--- src/sv/ngp_pkg.sv ---
`default_nettype none
package ngp_pkg;

    localparam logic [7:0] CH_DOLLAR = 8'h24;
    localparam logic [7:0] CH_STAR   = 8'h2A;
    localparam logic [7:0] CH_COMMA  = 8'h2C;
    localparam logic [7:0] CH_DOT    = 8'h2E;
    localparam logic [7:0] CH_MINUS  = 8'h2D;
    localparam logic [7:0] CH_PLUS   = 8'h2B;
    localparam logic [7:0] CH_ZERO   = 8'h30;

    // classified stream beat
    typedef struct packed {
        logic [7:0] ch;
        logic       is_digit;
        logic       is_dot;
        logic       is_minus;
        logic       is_plus;
        logic       is_comma;
        logic       is_star;
        logic       is_dollar;
        logic       hex_ok;
        logic [3:0] hex_val;
    } beat_t;

    // control for one numeric field accumulator
    typedef struct packed {
        logic       load_empty;
        logic       feed;
        logic       clear;
        logic       fin;
        logic       lead;
        logic       point;
        logic       sign;
        logic       nonempty;
        logic [2:0] frac_cnt;
        logic       is_digit;
        logic [3:0] digit;
        logic       is_dot;
        logic       is_minus;
        logic       is_plus;
    } num_ctl_t;

    typedef struct packed {
        logic set_point;
        logic set_sign;
        logic inc_frac;
        logic stop;
    } num_act_t;

    function automatic logic [23:0] pow10(input logic [2:0] e);
        logic [23:0] r;
        case (e)
            3'd0: r = 24'd1;
            3'd1: r = 24'd10;
            3'd2: r = 24'd100;
            3'd3: r = 24'd1000;
            3'd4: r = 24'd10000;
            3'd5: r = 24'd100000;
            3'd6: r = 24'd1000000;
            default: r = 24'd10000000;
        endcase
        return r;
    endfunction

endpackage
`default_nettype wire

--- src/sv/ngp_front.sv ---
`default_nettype none
module ngp_front
(
    input  wire logic          clk,
    input  wire logic          rst_n,
    input  wire logic          in_valid,
    output logic               in_stall,
    input  wire logic [7:0]    in_byte,
    output logic               q_valid,
    output ngp_pkg::beat_t     q_beat,
    input  wire logic          q_pop
);

    localparam int DEPTH = 2;
    localparam int PTR_W = $clog2(DEPTH);

    ngp_pkg::beat_t            cls;
    ngp_pkg::beat_t            queue_reg [DEPTH];
    logic [PTR_W-1:0]          wr_ptr_reg, rd_ptr_reg;
    logic [PTR_W:0]            cnt_reg, cnt_next;
    logic                      push;

    always_comb
    begin
        cls          = '0;
        cls.ch       = in_byte;
        cls.is_digit = (in_byte >= ngp_pkg::CH_ZERO) && (in_byte <= 8'h39);
        cls.is_dot   = in_byte == ngp_pkg::CH_DOT;
        cls.is_minus = in_byte == ngp_pkg::CH_MINUS;
        cls.is_plus  = in_byte == ngp_pkg::CH_PLUS;
        cls.is_comma = in_byte == ngp_pkg::CH_COMMA;
        cls.is_star  = in_byte == ngp_pkg::CH_STAR;
        cls.is_dollar = in_byte == ngp_pkg::CH_DOLLAR;
        if (cls.is_digit)
        begin
            cls.hex_ok  = 1'b1;
            cls.hex_val = in_byte[3:0];
        end
        else if (((in_byte >= 8'h41) && (in_byte <= 8'h46))
                 || ((in_byte >= 8'h61) && (in_byte <= 8'h66)))
        begin
            cls.hex_ok  = 1'b1;
            cls.hex_val = in_byte[3:0] + 4'd9;
        end
    end

    assign in_stall = cnt_reg == (PTR_W+1)'(DEPTH);
    assign push     = in_valid && !in_stall;
    assign q_valid  = cnt_reg != '0;
    assign q_beat   = queue_reg[rd_ptr_reg];

    always_comb
    begin
        cnt_next = cnt_reg;
        if (push && !q_pop)
        begin
            cnt_next = cnt_reg + 1'b1;
        end
        else if (q_pop && !push)
        begin
            cnt_next = cnt_reg - 1'b1;
        end
    end

    always_ff @(posedge clk or negedge rst_n)
    begin
        if (!rst_n)
        begin
            wr_ptr_reg <= '0;
            rd_ptr_reg <= '0;
            cnt_reg    <= '0;
        end
        else
        begin
            cnt_reg <= cnt_next;
            if (push)
            begin
                wr_ptr_reg <= wr_ptr_reg + 1'b1;
            end
            if (q_pop)
            begin
                rd_ptr_reg <= rd_ptr_reg + 1'b1;
            end
        end
    end

    always_ff @(posedge clk)
    begin
        if (push)
        begin
            queue_reg[wr_ptr_reg] <= cls;
        end
    end

endmodule
`default_nettype wire

--- src/sv/ngp_num_acc.sv ---
`default_nettype none
module ngp_num_acc
#(
    parameter int              W       = 17,
    parameter int              K       = 3,
    parameter longint unsigned CAP_S   = 64'd99000,
    parameter longint unsigned LIMIT   = 64'd99999,
    parameter logic [W-1:0]    EMPTY   = '0,
    parameter bit              SIGN_OK = 1'b0
)
(
    input  wire logic              clk,
    input  wire ngp_pkg::num_ctl_t ctl,
    output ngp_pkg::num_act_t      act,
    output logic [W-1:0]           value
);

    localparam logic [W+3:0] INT_UNIT = (W+4)'(ngp_pkg::pow10(3'(K)));
    localparam logic [W+3:0] CAP_T    = (W+4)'(CAP_S);
    localparam logic [W-1:0] LIM_T    = W'(LIMIT);

    logic [W-1:0] acc_reg, acc_next, base, clamp, fin_val;
    logic [W+3:0] scaled;
    logic [27:0]  frac_term;

    always_comb
    begin
        base      = ctl.clear ? '0 : acc_reg;
        // integer digit: value is int part scaled by 10^K, so scale-shift by ten
        scaled    = ((W+4)'(base) << 3) + ((W+4)'(base) << 1)
                    + (W+4)'(ctl.digit) * INT_UNIT;
        frac_term = 28'(ctl.digit) * 28'(ngp_pkg::pow10(3'(K - 1) - ctl.frac_cnt));
        act       = '0;
        acc_next  = base;
        if (ctl.is_digit)
        begin
            if (ctl.point)
            begin
                if (int'(ctl.frac_cnt) < K)
                begin
                    acc_next     = base + W'(frac_term);
                    act.inc_frac = 1'b1;
                end
            end
            else
            begin
                acc_next = (scaled > CAP_T) ? W'(CAP_T) : W'(scaled);
            end
        end
        else if (ctl.is_dot && !ctl.point && (K > 0))
        begin
            act.set_point = 1'b1;
        end
        else if (ctl.lead && SIGN_OK && (ctl.is_minus || ctl.is_plus))
        begin
            act.set_sign = ctl.is_minus;
        end
        else
        begin
            act.stop = 1'b1;
        end
        clamp   = (acc_reg > LIM_T) ? LIM_T : acc_reg;
        fin_val = ctl.sign ? (W'(0) - clamp) : clamp;
    end

    always_ff @(posedge clk)
    begin
        if (ctl.load_empty)
        begin
            acc_reg <= EMPTY;
        end
        else if (ctl.fin && ctl.nonempty)
        begin
            acc_reg <= fin_val;
        end
        else if (ctl.feed)
        begin
            acc_reg <= acc_next;
        end
        else if (ctl.clear)
        begin
            // field opened by a beat that this accumulator does not take
            acc_reg <= '0;
        end
    end

    assign value = acc_reg;

endmodule
`default_nettype wire

--- src/sv/ngp_back.sv ---
`default_nettype none
module ngp_back
#(
    parameter int FIELD_CHARS       = 20,
    parameter int ANGLE_FRAC_DIGITS = 5
)
(
    input  wire logic                clk,
    input  wire logic                rst_n,
    input  wire logic                q_valid,
    input  wire ngp_pkg::beat_t      q_beat,
    output logic                     q_pop,
    output logic                     out_valid,
    input  wire logic                out_stall,
    output logic [6:0]               utc_hours,
    output logic [6:0]               utc_minutes,
    output logic [16:0]              utc_seconds_ms,
    output logic signed [30:0]       latitude_fixed,
    output logic [7:0]               lat_hemisphere,
    output logic signed [34:0]       longitude_fixed,
    output logic [7:0]               lon_hemisphere,
    output logic signed [8:0]        fix_quality,
    output logic [7:0]               satellites_used,
    output logic signed [17:0]       hdop_hundredths,
    output logic signed [27:0]       altitude_mm,
    output logic signed [24:0]       separation_mm
);

    typedef enum logic [3:0] {
        PH_IDLE = 4'b0001,
        PH_BODY = 4'b0010,
        PH_HEX1 = 4'b0100,
        PH_HEX2 = 4'b1000
    } phase_t;

    localparam logic [3:0] POS_UTC  = 4'd1;
    localparam logic [3:0] POS_LAT  = 4'd2;
    localparam logic [3:0] POS_LATH = 4'd3;
    localparam logic [3:0] POS_LON  = 4'd4;
    localparam logic [3:0] POS_LONH = 4'd5;
    localparam logic [3:0] POS_QUAL = 4'd6;
    localparam logic [3:0] POS_SATS = 4'd7;
    localparam logic [3:0] POS_HDOP = 4'd8;
    localparam logic [3:0] POS_ALT  = 4'd9;
    localparam logic [3:0] POS_SEP  = 4'd11;
    localparam logic [3:0] POS_LAST = 4'd15;

    localparam int              IDX_W    = $clog2(FIELD_CHARS + 1);
    localparam logic [IDX_W-1:0] IDX_FULL = IDX_W'(FIELD_CHARS);
    localparam longint unsigned ANG_UNIT = 64'(ngp_pkg::pow10(3'(ANGLE_FRAC_DIGITS)));
    localparam int LAT_BITS = $clog2(64'd10000 * ANG_UNIT);
    localparam int LAT_W    = (LAT_BITS > 31) ? LAT_BITS : 31;
    localparam int LON_BITS = $clog2(64'd100000 * ANG_UNIT);
    localparam int LON_W    = (LON_BITS > 35) ? LON_BITS : 35;

    phase_t           phase_reg, phase_next;
    logic [7:0]       xor_reg, xor_next;
    logic [3:0]       hi_reg, hi_next;
    logic [3:0]       pos_reg, pos_next;
    logic [IDX_W-1:0] idx_reg, idx_next;
    logic [2:0]       frac_reg, frac_next;
    logic             point_reg, point_next, sign_reg, sign_next, ne_reg, ne_next;
    logic [6:0]       hh_reg, hh_next, mm_reg, mm_next;
    logic [7:0]       lath_reg, lath_next, lonh_reg, lonh_next, qual_reg, qual_next;
    logic             out_valid_reg;

    logic             emit, load_empty, fin, feed, first, sec_start, pt_eff, sg_eff;
    logic             pair_pt, in_pair;

    ngp_pkg::num_ctl_t ctl_base, ctl_sec, ctl_lat, ctl_lon, ctl_sats, ctl_hdop;
    ngp_pkg::num_ctl_t ctl_alt, ctl_sep;
    ngp_pkg::num_act_t act_sec, act_lat, act_lon, act_sats, act_hdop, act_alt, act_sep;
    ngp_pkg::num_act_t act;

    logic [16:0]      sec_val;
    logic [LAT_W-1:0] lat_val;
    logic [LON_W-1:0] lon_val;
    logic [7:0]       sats_val;
    logic [17:0]      hdop_val;
    logic [27:0]      alt_val;
    logic [24:0]      sep_val;

    assign q_pop = q_valid && (!out_valid_reg || !out_stall);

    assign first     = idx_reg == '0;
    assign sec_start = (pos_reg == POS_UTC) && (idx_reg == IDX_W'(4));
    assign in_pair   = (pos_reg == POS_UTC) && (idx_reg < IDX_W'(4));
    // seconds restart the number flags; minutes restart the pair stop flag
    assign pt_eff    = sec_start ? 1'b0 : point_reg;
    assign sg_eff    = sec_start ? 1'b0 : sign_reg;
    assign pair_pt   = (idx_reg == IDX_W'(2)) ? 1'b0 : point_reg;

    always_comb
    begin
        ctl_base            = '0;
        ctl_base.load_empty = load_empty;
        ctl_base.lead       = first;
        ctl_base.point      = pt_eff;
        ctl_base.sign       = sign_reg;
        ctl_base.nonempty   = ne_reg;
        ctl_base.frac_cnt   = frac_reg;
        ctl_base.is_digit   = q_beat.is_digit;
        ctl_base.digit      = q_beat.ch[3:0];
        ctl_base.is_dot     = q_beat.is_dot;
        ctl_base.is_minus   = q_beat.is_minus;
        ctl_base.is_plus    = q_beat.is_plus;

        ctl_sec       = ctl_base;
        ctl_sec.lead  = sec_start;
        ctl_sec.feed  = feed && (pos_reg == POS_UTC) && !in_pair;
        ctl_sec.clear = feed && (pos_reg == POS_UTC) && first;
        ctl_sec.fin   = fin && (pos_reg == POS_UTC);

        ctl_lat       = ctl_base;
        ctl_lat.feed  = feed && (pos_reg == POS_LAT);
        ctl_lat.clear = ctl_lat.feed && first;
        ctl_lat.fin   = fin && (pos_reg == POS_LAT);

        ctl_lon       = ctl_base;
        ctl_lon.feed  = feed && (pos_reg == POS_LON);
        ctl_lon.clear = ctl_lon.feed && first;
        ctl_lon.fin   = fin && (pos_reg == POS_LON);

        ctl_sats       = ctl_base;
        ctl_sats.feed  = feed && (pos_reg == POS_SATS);
        ctl_sats.clear = ctl_sats.feed && first;
        ctl_sats.fin   = fin && (pos_reg == POS_SATS);

        ctl_hdop       = ctl_base;
        ctl_hdop.feed  = feed && (pos_reg == POS_HDOP);
        ctl_hdop.clear = ctl_hdop.feed && first;
        ctl_hdop.fin   = fin && (pos_reg == POS_HDOP);

        ctl_alt       = ctl_base;
        ctl_alt.feed  = feed && (pos_reg == POS_ALT);
        ctl_alt.clear = ctl_alt.feed && first;
        ctl_alt.fin   = fin && (pos_reg == POS_ALT);

        ctl_sep       = ctl_base;
        ctl_sep.feed  = feed && (pos_reg == POS_SEP);
        ctl_sep.clear = ctl_sep.feed && first;
        ctl_sep.fin   = fin && (pos_reg == POS_SEP);
    end

    ngp_num_acc #(.W(17), .K(3), .CAP_S(64'd99000), .LIMIT(64'd99999),
                  .EMPTY('0), .SIGN_OK(1'b0))
        u_sec (.clk(clk), .ctl(ctl_sec), .act(act_sec), .value(sec_val));

    ngp_num_acc #(.W(LAT_W), .K(ANGLE_FRAC_DIGITS), .CAP_S(64'd9999 * ANG_UNIT),
                  .LIMIT(64'd1073741823), .EMPTY('1), .SIGN_OK(1'b0))
        u_lat (.clk(clk), .ctl(ctl_lat), .act(act_lat), .value(lat_val));

    ngp_num_acc #(.W(LON_W), .K(ANGLE_FRAC_DIGITS), .CAP_S(64'd99999 * ANG_UNIT),
                  .LIMIT(64'd17179869183), .EMPTY('1), .SIGN_OK(1'b0))
        u_lon (.clk(clk), .ctl(ctl_lon), .act(act_lon), .value(lon_val));

    ngp_num_acc #(.W(8), .K(0), .CAP_S(64'd255), .LIMIT(64'd255),
                  .EMPTY('0), .SIGN_OK(1'b0))
        u_sats (.clk(clk), .ctl(ctl_sats), .act(act_sats), .value(sats_val));

    ngp_num_acc #(.W(18), .K(2), .CAP_S(64'd99900), .LIMIT(64'd99999),
                  .EMPTY('1), .SIGN_OK(1'b0))
        u_hdop (.clk(clk), .ctl(ctl_hdop), .act(act_hdop), .value(hdop_val));

    ngp_num_acc #(.W(28), .K(3), .CAP_S(64'd99999000), .LIMIT(64'd99999999),
                  .EMPTY(28'(-100000000)), .SIGN_OK(1'b1))
        u_alt (.clk(clk), .ctl(ctl_alt), .act(act_alt), .value(alt_val));

    ngp_num_acc #(.W(25), .K(3), .CAP_S(64'd9999000), .LIMIT(64'd9999999),
                  .EMPTY(25'(-10000000)), .SIGN_OK(1'b1))
        u_sep (.clk(clk), .ctl(ctl_sep), .act(act_sep), .value(sep_val));

    always_comb
    begin
        case (pos_reg)
            POS_UTC:  act = in_pair ? '0 : act_sec;
            POS_LAT:  act = act_lat;
            POS_LON:  act = act_lon;
            POS_SATS: act = act_sats;
            POS_HDOP: act = act_hdop;
            POS_ALT:  act = act_alt;
            POS_SEP:  act = act_sep;
            default:  act = '0;
        endcase
    end

    always_comb
    begin
        phase_next = phase_reg;
        xor_next   = xor_reg;
        hi_next    = hi_reg;
        pos_next   = pos_reg;
        idx_next   = idx_reg;
        frac_next  = frac_reg;
        point_next = point_reg;
        sign_next  = sign_reg;
        ne_next    = ne_reg;
        hh_next    = hh_reg;
        mm_next    = mm_reg;
        lath_next  = lath_reg;
        lonh_next  = lonh_reg;
        qual_next  = qual_reg;
        emit       = 1'b0;
        load_empty = 1'b0;
        fin        = 1'b0;
        feed       = 1'b0;
        if (q_pop)
        begin
            if (q_beat.is_dollar)
            begin
                load_empty = 1'b1;
                phase_next = PH_BODY;
                xor_next   = '0;
                hi_next    = '0;
                pos_next   = '0;
                idx_next   = '0;
                frac_next  = '0;
                point_next = 1'b0;
                sign_next  = 1'b0;
                ne_next    = 1'b0;
                hh_next    = '0;
                mm_next    = '0;
                lath_next  = '0;
                lonh_next  = '0;
                qual_next  = '0;
            end
            else
            begin
                unique case (phase_reg)
                    PH_BODY:
                    begin
                        if (q_beat.is_star || q_beat.is_comma)
                        begin
                            fin        = 1'b1;
                            idx_next   = '0;
                            frac_next  = '0;
                            point_next = 1'b0;
                            sign_next  = 1'b0;
                            ne_next    = 1'b0;
                        end
                        if (q_beat.is_star)
                        begin
                            phase_next = PH_HEX2 == PH_HEX2 ? PH_HEX1 : PH_HEX1;
                        end
                        else
                        begin
                            xor_next = xor_reg ^ q_beat.ch;
                            if (q_beat.is_comma)
                            begin
                                if (pos_reg != POS_LAST)
                                begin
                                    pos_next = pos_reg + 4'd1;
                                end
                            end
                            else if (idx_reg < IDX_FULL)
                            begin
                                feed     = 1'b1;
                                ne_next  = 1'b1;
                                idx_next = idx_reg + 1'b1;
                                if (in_pair)
                                begin
                                    if (q_beat.is_digit && !pair_pt)
                                    begin
                                        if (idx_reg < IDX_W'(2))
                                        begin
                                            hh_next = (first ? 7'd0 : hh_reg) * 7'd10
                                                      + 7'(q_beat.ch[3:0]);
                                        end
                                        else
                                        begin
                                            mm_next = mm_reg * 7'd10 + 7'(q_beat.ch[3:0]);
                                        end
                                        point_next = pair_pt;
                                    end
                                    else
                                    begin
                                        if (first)
                                        begin
                                            hh_next = '0;
                                        end
                                        point_next = 1'b1;
                                    end
                                    if (first)
                                    begin
                                        mm_next = '0;
                                    end
                                end
                                else
                                begin
                                    point_next = pt_eff | act.set_point;
                                    sign_next  = sg_eff | act.set_sign;
                                    frac_next  = frac_reg + 3'(act.inc_frac);
                                    if (act.stop)
                                    begin
                                        idx_next = IDX_FULL;
                                    end
                                end
                                if (first)
                                begin
                                    case (pos_reg)
                                        POS_LATH: lath_next = q_beat.ch;
                                        POS_LONH: lonh_next = q_beat.ch;
                                        POS_QUAL: qual_next = q_beat.ch;
                                        default:  ;
                                    endcase
                                end
                            end
                        end
                    end
                    PH_HEX1:
                    begin
                        if (q_beat.hex_ok)
                        begin
                            hi_next    = q_beat.hex_val;
                            phase_next = PH_HEX2;
                        end
                        else
                        begin
                            phase_next = PH_IDLE;
                        end
                    end
                    PH_HEX2:
                    begin
                        phase_next = PH_IDLE;
                        emit = q_beat.hex_ok && ({hi_reg, q_beat.hex_val} == xor_reg);
                    end
                    default:
                    begin
                        phase_next = PH_IDLE;
                    end
                endcase
            end
        end
    end

    always_ff @(posedge clk or negedge rst_n)
    begin
        if (!rst_n)
        begin
            phase_reg     <= PH_IDLE;
            xor_reg       <= '0;
            hi_reg        <= '0;
            pos_reg       <= '0;
            idx_reg       <= '0;
            frac_reg      <= '0;
            point_reg     <= 1'b0;
            sign_reg      <= 1'b0;
            ne_reg        <= 1'b0;
            out_valid_reg <= 1'b0;
        end
        else
        begin
            phase_reg <= phase_next;
            xor_reg   <= xor_next;
            hi_reg    <= hi_next;
            pos_reg   <= pos_next;
            idx_reg   <= idx_next;
            frac_reg  <= frac_next;
            point_reg <= point_next;
            sign_reg  <= sign_next;
            ne_reg    <= ne_next;
            if (emit)
            begin
                out_valid_reg <= 1'b1;
            end
            else if (!out_stall)
            begin
                out_valid_reg <= 1'b0;
            end
        end
    end

    always_ff @(posedge clk)
    begin
        hh_reg   <= hh_next;
        mm_reg   <= mm_next;
        lath_reg <= lath_next;
        lonh_reg <= lonh_next;
        qual_reg <= qual_next;
        if (emit)
        begin
            utc_hours       <= hh_reg;
            utc_minutes     <= mm_reg;
            utc_seconds_ms  <= sec_val;
            latitude_fixed  <= lat_val[30:0];
            lat_hemisphere  <= lath_reg;
            longitude_fixed <= lon_val[34:0];
            lon_hemisphere  <= lonh_reg;
            fix_quality     <= {1'b0, qual_reg} - 9'(ngp_pkg::CH_ZERO);
            satellites_used <= sats_val;
            hdop_hundredths <= hdop_val;
            altitude_mm     <= alt_val;
            separation_mm   <= sep_val;
        end
    end

    assign out_valid = out_valid_reg;

    a_pop_free: assert property (@(posedge clk) disable iff (!rst_n)
        q_pop |-> !(out_valid_reg && out_stall))
        else $error("beat taken while result held");

    a_emit_phase: assert property (@(posedge clk) disable iff (!rst_n)
        emit |-> (phase_reg == PH_HEX2) && q_pop)
        else $error("result outside checksum phase");

    a_idx_range: assert property (@(posedge clk) disable iff (!rst_n)
        idx_reg <= IDX_FULL)
        else $error("field char count out of range");

    a_dollar: assert property (@(posedge clk) disable iff (!rst_n)
        (q_pop && q_beat.is_dollar) |=> (phase_reg == PH_BODY) && (pos_reg == '0)
                                        && (xor_reg == '0))
        else $error("sentence start not taken");

endmodule
`default_nettype wire

--- src/sv/nmea_gga_sentence_parser_core.sv ---
// channel  | handshake            | payload
// ---------+----------------------+-------------------------------------------
// in       | in_valid / in_stall  | in_byte
// out      | out_valid / out_stall| utc_*, latitude/longitude, hemispheres,
//          |                      | fix_quality, satellites, hdop, alt, sep
//
// one beat per cycle sustained while out_stall does not hold a result; a byte is
// registered in the classifier queue, and the field sequencer registers the result
// when it takes the second checksum digit
// the two-entry queue decouples input from output; in_stall rises only
// when the queue is full while the result register is held by out_stall
// rst_n clears phase and handshake state; field payload needs a '$' first
`default_nettype none
module nmea_gga_sentence_parser_core
#(
    parameter int FIELD_CHARS       = 20,
    parameter int ANGLE_FRAC_DIGITS = 5
)
(
    input  wire logic          clk,
    input  wire logic          rst_n,
    input  wire logic          in_valid,
    output logic               in_stall,
    input  wire logic [7:0]    in_byte,
    output logic               out_valid,
    input  wire logic          out_stall,
    output logic [6:0]         utc_hours,
    output logic [6:0]         utc_minutes,
    output logic [16:0]        utc_seconds_ms,
    output logic signed [30:0] latitude_fixed,
    output logic [7:0]         lat_hemisphere,
    output logic signed [34:0] longitude_fixed,
    output logic [7:0]         lon_hemisphere,
    output logic signed [8:0]  fix_quality,
    output logic [7:0]         satellites_used,
    output logic signed [17:0] hdop_hundredths,
    output logic signed [27:0] altitude_mm,
    output logic signed [24:0] separation_mm
);

    logic           q_valid, q_pop;
    ngp_pkg::beat_t q_beat;

    ngp_front u_front
    (
        .clk      (clk),
        .rst_n    (rst_n),
        .in_valid (in_valid),
        .in_stall (in_stall),
        .in_byte  (in_byte),
        .q_valid  (q_valid),
        .q_beat   (q_beat),
        .q_pop    (q_pop)
    );

    ngp_back #(.FIELD_CHARS(FIELD_CHARS), .ANGLE_FRAC_DIGITS(ANGLE_FRAC_DIGITS)) u_back
    (
        .clk             (clk),
        .rst_n           (rst_n),
        .q_valid         (q_valid),
        .q_beat          (q_beat),
        .q_pop           (q_pop),
        .out_valid       (out_valid),
        .out_stall       (out_stall),
        .utc_hours       (utc_hours),
        .utc_minutes     (utc_minutes),
        .utc_seconds_ms  (utc_seconds_ms),
        .latitude_fixed  (latitude_fixed),
        .lat_hemisphere  (lat_hemisphere),
        .longitude_fixed (longitude_fixed),
        .lon_hemisphere  (lon_hemisphere),
        .fix_quality     (fix_quality),
        .satellites_used (satellites_used),
        .hdop_hundredths (hdop_hundredths),
        .altitude_mm     (altitude_mm),
        .separation_mm   (separation_mm)
    );

endmodule
`default_nettype wire
--- config.mk ---
export PLATFORM = sky130hd
export DESIGN_NAME = nmea_gga_sentence_parser_core
export DESIGN_NICKNAME = d
export VERILOG_FILES = /design/src/sv/ngp_pkg.sv /design/src/sv/ngp_front.sv /design/src/sv/ngp_num_acc.sv /design/src/sv/ngp_back.sv /design/src/sv/nmea_gga_sentence_parser_core.sv
export SDC_FILE = /design/constraint.sdc
export NUM_CORES = 2
export LEC_CHECK = 0
export BUFFER_PORTS_ARGS = -buffer_cell sky130_fd_sc_hd__buf_2
export CORE_UTILIZATION = 40
export DETAILED_ROUTE_END_ITERATION = 8
export HOLD_SLACK_MARGIN = 0.12
export PLACE_DENSITY = 0.66
export SLEW_MARGIN = 5
export SYNTH_ARGS = -nofsm -noshare
export SYNTH_HDL_FRONTEND = slang
export SYNTH_SLANG_ARGS = --single-unit
--- constraint.sdc ---
create_clock -name clk -period 12.85 [get_ports clk]
set_clock_uncertainty 0.05 [all_clocks]
set_input_delay 2.57 -clock clk [delete_from_list [all_inputs] [get_ports clk]]
set_output_delay 2.57 -clock clk [all_outputs]
set_load 0.02 [all_outputs]
==> reports/metrics.yaml <==
status: "complete, no violations"
globalplace.congestion: 0.980
wl_per_cell_um: 22.3
clock_path_buffers: 3
final_max_slew_viol_count: 0
ys_seq_area_frac: 0.240
clk_pin_slew_ns: 0.06
grtUsageTotal: 0.272
min_period_ns: 9.86
coreArea_um2: 130000
crit_required_ns: 13.37
postCtsSetupRepairBufs: 0
hold_depth: 0
yosysWarnings: 0
largest_reg_flops: 40
final_cells: 8255
via_count: 49963
row_count: 132
mostFrequentLayoutCells: "nor2_1 (602), nand2_1 (531), a21oi_1 (528)"
syn-num-nets: 7108
cp.arrival_ns: 10.38
rr_startpoint: "u_front.rd_ptr_reg$_DFFE_PN0P_"
hold_path.class: "reg -> reg"
max_freq_mhz: 101
total_power_w: 0.0175
slowest_delay_ns: 1.00
layout_commonest_cell: "nor2_1"
num-nets-final: 7188
drt_iter0_drc: 5057
setup.worst_path.start_class: "flip-flop"
ioPinCount: 215
grt_pass1_wl_mm: 281
async_reset_ff_frac: 0.0755
crit_fanout: 29
htreeDepth: 2
ys_ff_latch: 477
fin_crit_sh: 0.767
cts_resized: 0
cts.sinks: 477
grt-ovfl-total: 0
syn_area_um2: 52300
drc: 0
dp.cells: 8145
portBuffers: 214
criticalPathCategory: "reg -> reg"
holdBufCountCts: 0
cp.buffers_inverters: 6
maxCapViolations: 0
totalWireLength_mm: 184
layout-drive-gt1-share: 0.0788
grt_max_degree: 62
hp-start: "u_back.lonh_reg[1]$_SDFFCE_PP0P_"
ant_nets: 0
cp-startpoint: "u_front.rd_ptr_reg$_DFFE_PN0P_"
hpwlAfterDp_mm: 142
min_to: "u_back.lon_hemisphere[1]$_DFFE_PP_"
initial_core_util: 0.403
dr.pass1.iters: 8
fin_tns_setup_ns: 0
die_area_um2: 132000
cts_tree: "built"
grt_pass1_vias: 47529
tightest_slew_ns: 1.23
ys.flop_type: "edfxtp_1"
drt-vias-per-instance: 6.05
crit_family: "compound AO/OA/AOI/OAI gates"
ys_types: 110
rsz0062_at_grt: "false"
antenna_found_initial: 2
area_delta_synth_final_pct: 9.29
powerDensity_nw_per_um2: 306
setup_viol: 0
synthCells: 6382
vdd_drop_max_uv: 390
die_y_um: 364
utilization: 0.441
r2r_end: "u_back.u_sep.value[11]$_SDFF_PP1_"
synth_edf_count: 279
rr_worst_depth: 27
relSlewSlack: 0.174
slowest_stage: "o21ai_1"
power_leakage_nw: 24.6
insertion_delay_ns: 0.69
root_buffer: "clkbuf_16"
rrSetupSlack_ns: 2.99
hold_viol_final: 0
die_w_um: 364
cp-end-kind: "flip-flop"
synth_area_per_cell_um2: 8.19
cts_buffers: 57
## where the power goes
part | switching, W | internal, W | leakage (nW)
Clock | 0.000741 | 0.000942 | 0.917
Sequential | 0.0000968 | 0.00180 | 4.45
Combinational | 0.00870 | 0.00523 | 19.2
## synth_stat cells (34+ instances only)
master	n	area share
clkbuf_1	247	0.018
nand3_1	147	0.014
dfrtp_1	35	0.017
a21oi_1	530	0.051
o221ai_1	67	0.011
xor2_1	129	0.022
o22ai_1	58	0.0069
nor2_1	612	0.044
o211ai_1	73	0.010
mux2i_1	65	0.012
nand2_1	534	0.038
and3_1	45	0.0054
nand2b_1	53	0.0063
a31oi_1	84	0.010
nor2b_1	50	0.0060
a21o_1	147	0.021
xnor2_1	242	0.041
o31ai_1	68	0.0098
inv_1	480	0.034
o21a_1	53	0.0076
fa_1	198	0.076
or3_1	76	0.0091
o21bai_1	61	0.0088
ha_1	516	0.12
a211oi_1	69	0.0099
nor3_1	163	0.016
dfxtp_1	162	0.062
nand4_1	58	0.0069
a221oi_1	34	0.0057
o21ai_0	401	0.038
and2_1	137	0.016
edfxtp_1	279	0.16
## per-stage QoR
stage / setup slack (ns) / cell area [µm²] / hold slack [ns]
2_1_floorplan: 0.302 / 52300 / 0.350
3_3_place_gp: 2.79 / 55200 / 0.352
3_5_place_dp: 2.71 / 55200 / 0.355
4_1_cts: 3.11 / 57100 / 0.367
5_1_grt: 2.47 / 57100 / 0.375
6_report: 2.99 / 57100 / 0.366
## cell type report
class	count	area, µm²
Fill cell	12774	72500
Multi-Input combinational cell	5142	37000
Sequential cell	477	12500
Tap cell	1742	2180
Inverter	485	1820
Timing Repair Buffer	299	1710
Clock buffer	67	1500
Clock inverter	41	405
Antenna cell	2	5.00
## logic make-up after synthesis
| family | after synthesis | synth area share |
|---|---|---|
| adders and majority gates | 717 | 0.200 |
| and+or+nand+nor | 2042 | 0.187 |
| xor gates and xnor gates | 372 | 0.0626 |
| buffers and inverters | 763 | 0.0553 |
| AOI/OAI and AO/OA | 1939 | 0.242 |
| DFF | 477 | 0.240 |
| muxes | 72 | 0.0140 |
## worst max-delay path by stage
stage | end | slack [ns] | cells past startpoint
finish | u_back.u_sep.value[11]$_SDFF_PP1_ | 2.99 | 27
global placement | u_back.u_sep.value[11]$_SDFF_PP1_ | 2.79 | 23
detailed placement | u_back.u_sep.value[11]$_SDFF_PP1_ | 2.71 | 23
global route | u_back.u_sep.value[10]$_SDFF_PP0_ | 2.47 | 27
CTS | u_back.u_sep.value[11]$_SDFF_PP1_ | 3.11 | 27
floorplan | u_back.altitude_mm[0]$_DFFE_PP_ | 0.30 | 6
## layer usage
| metal | share of wire | track usage | wire length (µm) | vias to the layer above |
|---|---|---|---|---|
| met1 | 0.41 | 0.349 | 76100 | 23944 |
| met3 | 0.068 | 0.0340 | 12600 | 478 |
| met5 | 0 | 0 | 0 | - |
| met2 | 0.47 | 0.452 | 86000 | 2140 |
| met4 | 0.052 | 0.130 | 9660 | 0 |
| li1 | - | - | - | 23401 |
No activity file was read; power rests on OpenSTA's default activity.
